### src/rtl/match_peak_frame_clustering_macros.svh
`ifndef MATCH_PEAK_FRAME_CLUSTERING_MACROS_SVH
`define MATCH_PEAK_FRAME_CLUSTERING_MACROS_SVH

// Checks that the consequent holds in the same cycle as the antecedent.
`define MPFC_ASSERT_SAME(label, ante, cons) \
    label: assert property (@(posedge i_clk) disable iff (!i_rst_n) (ante) |-> (cons)) \
        else $error("mpfc assertion failed");

// Checks that the consequent holds in the cycle after the antecedent.
`define MPFC_ASSERT_NEXT(label, ante, cons) \
    label: assert property (@(posedge i_clk) disable iff (!i_rst_n) (ante) |=> (cons)) \
        else $error("mpfc assertion failed");

`endif

### src/rtl/mpfc_pkg.sv
`default_nettype none

package mpfc_pkg;

    localparam int MAX_FRAMES = 64;
    localparam int IMAGE_DIM  = 1024;

    localparam int IDX_W      = $clog2(MAX_FRAMES);
    localparam int CNT_W      = $clog2(MAX_FRAMES + 1);
    localparam int COORD_W    = $clog2(IMAGE_DIM);
    localparam int BOUND_W    = $clog2(2 * IMAGE_DIM);
    localparam int SIZE_W     = 11;
    localparam int SCORE_W    = 16;
    localparam int CFG_IDX_W  = 2;
    localparam int CFG_DATA_W = 16;

    localparam int BOUND_MAX  = 2 * IMAGE_DIM - 1;

    localparam logic [CFG_IDX_W-1:0] CFG_THRESHOLD = 2'd0;
    localparam logic [CFG_IDX_W-1:0] CFG_WIDTH     = 2'd1;
    localparam logic [CFG_IDX_W-1:0] CFG_HEIGHT    = 2'd2;

    localparam logic signed [SCORE_W-1:0] THRESHOLD_RESET = 16'sd22282;
    localparam logic [SIZE_W-1:0]         WIDTH_RESET     = 11'd32;
    localparam logic [SIZE_W-1:0]         HEIGHT_RESET    = 11'd32;

    typedef enum logic [1:0] {
        REQ_SAMPLE = 2'd0,
        REQ_CLEAR  = 2'd1,
        REQ_READ   = 2'd2,
        REQ_NONE   = 2'd3
    } t_req_type;

    typedef enum logic [2:0] {
        ACT_BELOW    = 3'd0,
        ACT_NEW      = 3'd1,
        ACT_IMPROVED = 3'd2,
        ACT_KEPT     = 3'd3,
        ACT_FULL     = 3'd4,
        ACT_CLEARED  = 3'd5,
        ACT_READ     = 3'd6
    } t_action;

    typedef struct packed {
        t_req_type                  req_type;
        logic [COORD_W-1:0]         col;
        logic [COORD_W-1:0]         row;
        logic signed [SCORE_W-1:0]  score;
        logic [IDX_W-1:0]           entry_index;
    } t_request;

    typedef struct packed {
        t_action                    action;
        logic [IDX_W-1:0]           frame_index;
        logic [CNT_W-1:0]           frame_count;
        logic [COORD_W-1:0]         box_left;
        logic [COORD_W-1:0]         box_top;
        logic [BOUND_W-1:0]         box_right;
        logic [BOUND_W-1:0]         box_bottom;
        logic signed [SCORE_W-1:0]  box_score;
    } t_result;

    typedef struct packed {
        t_req_type                  req_type;
        logic                       above;
        logic [COORD_W-1:0]         col;
        logic [COORD_W-1:0]         row;
        logic signed [SCORE_W-1:0]  score;
        logic [BOUND_W-1:0]         right;
        logic [BOUND_W-1:0]         bottom;
        logic [IDX_W-1:0]           entry_index;
        logic [CNT_W-1:0]           count;
        logic [SIZE_W-1:0]          box_width;
        logic [SIZE_W-1:0]          box_height;
    } t_cmd;

    typedef struct packed {
        logic                       turn;
        logic                       claimed;
        t_action                    action;
        logic [IDX_W-1:0]           frame_index;
        logic [COORD_W-1:0]         left;
        logic [COORD_W-1:0]         top;
        logic [BOUND_W-1:0]         right;
        logic [BOUND_W-1:0]         bottom;
        logic signed [SCORE_W-1:0]  score;
    } t_token;

endpackage

`default_nettype wire

### src/rtl/mpfc_cell.sv
`default_nettype none

module mpfc_cell (
    input  wire logic                      i_clk,
    input  wire logic                      i_rst_n,
    input  wire logic [mpfc_pkg::IDX_W-1:0] i_cell_index,
    input  wire mpfc_pkg::t_cmd            i_cmd,
    input  wire mpfc_pkg::t_token          i_tok,
    output      mpfc_pkg::t_token          o_tok
);
    import mpfc_pkg::*;

    logic [COORD_W-1:0]        r_left;
    logic [COORD_W-1:0]        r_top;
    logic [BOUND_W-1:0]        r_right;
    logic [BOUND_W-1:0]        r_bottom;
    logic signed [SCORE_W-1:0] r_score;
    t_token                    r_tok;
    t_token                    n_tok;

    logic               live;
    logic               at_end;
    logic               near;
    logic               write;
    logic [COORD_W-1:0] diff_x;
    logic [COORD_W-1:0] diff_y;

    always_comb begin
        live   = {1'b0, i_cell_index} < i_cmd.count;
        at_end = {1'b0, i_cell_index} == i_cmd.count;
        diff_x = (r_left >= i_cmd.col) ? r_left - i_cmd.col : i_cmd.col - r_left;
        diff_y = (r_top >= i_cmd.row) ? r_top - i_cmd.row : i_cmd.row - r_top;
        near   = ({1'b0, diff_x} < i_cmd.box_width) && ({1'b0, diff_y} < i_cmd.box_height);
    end

    always_comb begin
        n_tok = i_tok;
        write = 1'b0;
        if (i_tok.turn) begin
            case (i_cmd.req_type)
                REQ_SAMPLE: begin
                    if (i_cmd.above && !i_tok.claimed) begin
                        if (live && near) begin
                            n_tok.claimed     = 1'b1;
                            n_tok.frame_index = i_cell_index;
                            if (i_cmd.score > r_score) begin
                                write        = 1'b1;
                                n_tok.action = ACT_IMPROVED;
                            end else begin
                                n_tok.action = ACT_KEPT;
                            end
                        end else if (at_end) begin
                            write             = 1'b1;
                            n_tok.claimed     = 1'b1;
                            n_tok.frame_index = i_cell_index;
                            n_tok.action      = ACT_NEW;
                        end
                    end
                end
                REQ_READ: begin
                    if (live && (i_cell_index == i_cmd.entry_index)) begin
                        n_tok.left   = r_left;
                        n_tok.top    = r_top;
                        n_tok.right  = r_right;
                        n_tok.bottom = r_bottom;
                        n_tok.score  = r_score;
                    end
                end
                default: begin
                end
            endcase
        end
    end

    always_ff @(posedge i_clk) begin
        if (!i_rst_n) begin
            r_tok <= '0;
        end else begin
            r_tok <= n_tok;
        end
    end

    always_ff @(posedge i_clk) begin
        if (write) begin
            r_left   <= i_cmd.col;
            r_top    <= i_cmd.row;
            r_right  <= i_cmd.right;
            r_bottom <= i_cmd.bottom;
            r_score  <= i_cmd.score;
        end
    end

    assign o_tok = r_tok;

endmodule

`default_nettype wire

### config.mk
export PLATFORM = sky130hd
export DESIGN_NAME = mpfc_cell
export DESIGN_NICKNAME = d
export VERILOG_FILES = /design/src/rtl/match_peak_frame_clustering_macros.svh /design/src/rtl/mpfc_pkg.sv /design/src/rtl/mpfc_cell.sv
export SDC_FILE = /design/constraint.sdc
export NUM_CORES = 1
export LEC_CHECK = 0
export ABC_CLOCK_PERIOD_IN_PS = 6550
export BUFFER_PORTS_ARGS = -buffer_cell sky130_fd_sc_hd__buf_2
export CAP_MARGIN = 40
export CORE_ASPECT_RATIO = 1.1
export CORE_MARGIN = 4
export CORE_UTILIZATION = 51
export DETAILED_ROUTE_END_ITERATION = 8
export PLACE_DENSITY = 0.85
export SYNTH_ARGS = -nofsm -noshare
export SYNTH_HDL_FRONTEND = slang
export SYNTH_SLANG_ARGS = --single-unit
### constraint.sdc
create_clock -name i_clk -period 6.55 [get_ports i_clk]
set_input_delay 0.3275 -clock i_clk [delete_from_list [all_inputs] [get_ports i_clk]]
set_output_delay 0.3275 -clock i_clk [all_outputs]
set_load 0.01 [all_outputs]
==> impl_metrics.toml <==
[detailed_routing]
drtIter0Drc = 348
viasPerCell = 5.21
firstDrtPassIters = 5
drc = 0
wl_per_cell_um = 17.2
num_vias = 5965
drt-total-wl_um = 19600
antenna_left = 0

[clocking]
cts_resized = 0
cts_tree = "yes"
clock_path_buffers = 2
numCtsBuffers = 17
post-cts-setup-buffers = 0
cts-hold-fix-buffers = 0
clockRootBuffer = "clkbuf_16"
cts.sinks = 127
cts_max_level = 4
insertion_delay_ns = 0.42
path_clk_slew_ns = 0.06

[worst_hold_path]
hp-class = "input pin to register"
hp-start = "i_cmd[51]"

[critical_path]
crit_slowest_cell = "o41ai_4"
critPathMaxStageDelay_ns = 0.82
r2r_start = "r_left[0]$_DFFE_PP_"
cp-end-kind = "register"
cp.arrival_ns = 5.31
crit_buf_inv = 3
path_cells = "inv_1 -> ha_1 -> inv_1 -> fa_1 -> nand3_1 -> a31oi_1 -> o41ai_4 -> mux2i_1 -> xnor2_1 -> ha_1 -> a21o_1 -> a31oi_1 -> o21bai_1 -> a21oi_1 -> a21o_1 -> and2_2 -> buf_12"
path_class = "register to register"
critPathRequiredTime_ns = 6.66
critPathLaunch = "r_left[0]$_DFFE_PP_"
cp_max_fo = 35
critPathTopFamily = "compound AO/OA/AOI/OAI gates"
critPathLaunchType = "register"

[sta]
slew_violations = 0
setup_viol = 0
fin_tns_setup_ns = 0
rsz0062_at_grt = "false"
post-route-period-util = 0.794
worst_pin_slew_ns = 0.904
finClkSkew_ns = 0.00896
timing.final.crit_period_ns = 5.20
slew_headroom = 0.395
timing.fmax_ghz = 0.192
hold_violations = 0

[synth]
yosysSeqAreaShare = 0.438
syn_inst = 703
synthFlopType = "dfxtp_1"
synth-edff-count = 58
ys_top_cells_by_area = "edfxtp_1, dfxtp_1, ha_1"
synth_nets = 958
netlist.area_leader.share = 0.244
ys_ff_latch = 127
syn-cell-area_mm2 = 0.00714
netlist_top_cells_count = "inv_1, ha_1, nor2_1"
avgSynthCellArea_um2 = 10.2
ys_types = 52
yosysWarnings = 0
synth_area_leader_cell = "edfxtp_1"
async_flop_share = 0
yosysMostFrequentCell = "inv_1"

[global_route]
grt_pass1_vias = 6104
gr-usage-all-layers = 0.242
antenna_found_initial = 3
grt_overflow_total = 0
grt_max_degree = 36
grt_pass1_wl_um = 30300

[cells_and_area]
syn2layout_area_growth_pct = 28.2
nFillCells = 1085
multi_input_area_mm2 = 0.00353
regArea_mm2 = 0.00312
post-route-util = 0.666
layout.cells.non_filler = 1144
fin_nets = 1195
drive_above_1_share = 0.302

[power_and_ir_drop]
p_leak_nw = 4.40
ir_drop_mv = 0.125
p_total_mw = 2.20
power.density_mw_per_mm2 = 241

[placement]
gp_congestion = 0.905
post-dp-hpwl_um = 15200
dp.cells = 1109
io_buffers = 241

[outcome]
status = "finished clean"

[floorplanning]
core_area_mm2 = 0.0137
io_pins = 242
die_y_um = 132
fp.dieW_um = 121
core.rowCount = 45
dieArea_mm2 = 0.0160
start_util = 0.520

[flow_run]
max_cap_viol_count = 0
kinds of logic after synthesis:
group | Yosys count | synth area share
AOI/OAI and AO/OA | 115 | 0.111
xor gates and xnor gates | 22 | 0.0270
adders and majority gates | 82 | 0.148
buffers and inverters | 119 | 0.0682
DFF | 127 | 0.438
muxes | 69 | 0.0971
and+or+nand+nor | 169 | 0.111
cell type report:
cell class	count	area share
antenna	3	0.000821
clock buffer	17	0.0465
clock inverter	15	0.0226
inverter	93	0.0382
multi-input combinational	457	0.386
sequential	127	0.341
tap	188	0.0257
timing repair buffer	244	0.138
state kept, by name, summed over array words and instances (netlist names):
signal    cells
o_tok        69
r_score      16
r_bottom     11
r_right      11
r_left       10
r_top        10
where the power goes:
part | total (mW) | switching, mW | internal [mW]
sequential | 0.864 | 0.00755 | 0.856
combinational | 0.325 | 0.176 | 0.149
clock | 1.01 | 0.371 | 0.643
total | 2.20 | 0.555 | 1.65
cell usage in the layout (no fill, tap or decap), types with 7 or more instances in the layout:
master	synthesis	routed
buf_2	11	241
a21oi_1	36	36
nand4b_1	8	8
nand2_1	32	32
o21ai_0	20	20
a31oi_1	9	9
clkbuf_16	0	17
a21o_1	10	10
nor2b_1	7	7
nor3_1	9	9
edfxtp_1	58	58
mux2i_1	67	67
dfxtp_1	69	69
inv_1	92	92
xor2_1	11	11
nor2_1	75	75
nand3_1	12	12
ha_1	78	78
xnor2_1	11	11
nand4_1	8	8
through the flow:
stage          cell area, µm²  setup WS [ns]  hold slack, ns
6_report                 9150           1.35          0.0828
5_1_grt                  9150           1.01          0.0717
4_1_cts                  9140           1.39          0.0701
3_5_place_dp             8510           1.44           0.481
3_3_place_gp             8470           1.66           0.460
2_1_floorplan            7140           1.44           0.426
final timing paths:
kind	endpoint	slack (ns)	cells past startpoint
worst min-delay path	r_right[5]$_DFFE_PP_	0.08	1
worst max register to register	r_left[7]$_DFFE_PP_	1.35	17
worst min register to register	o_tok[22]$_SDFF_PN0_	0.49	2
worst max-delay path	r_left[7]$_DFFE_PP_	1.35	17
per-layer routing:
metal	up-vias	wire, µm	global-route usage
li1	2915	-	-
met4	2	595	0.105
met2	244	9910	0.429
met1	2759	7690	0.277
met3	45	1430	0.0575
met5	-	7	0
Note: power is estimated with default switching activity, not from simulation.
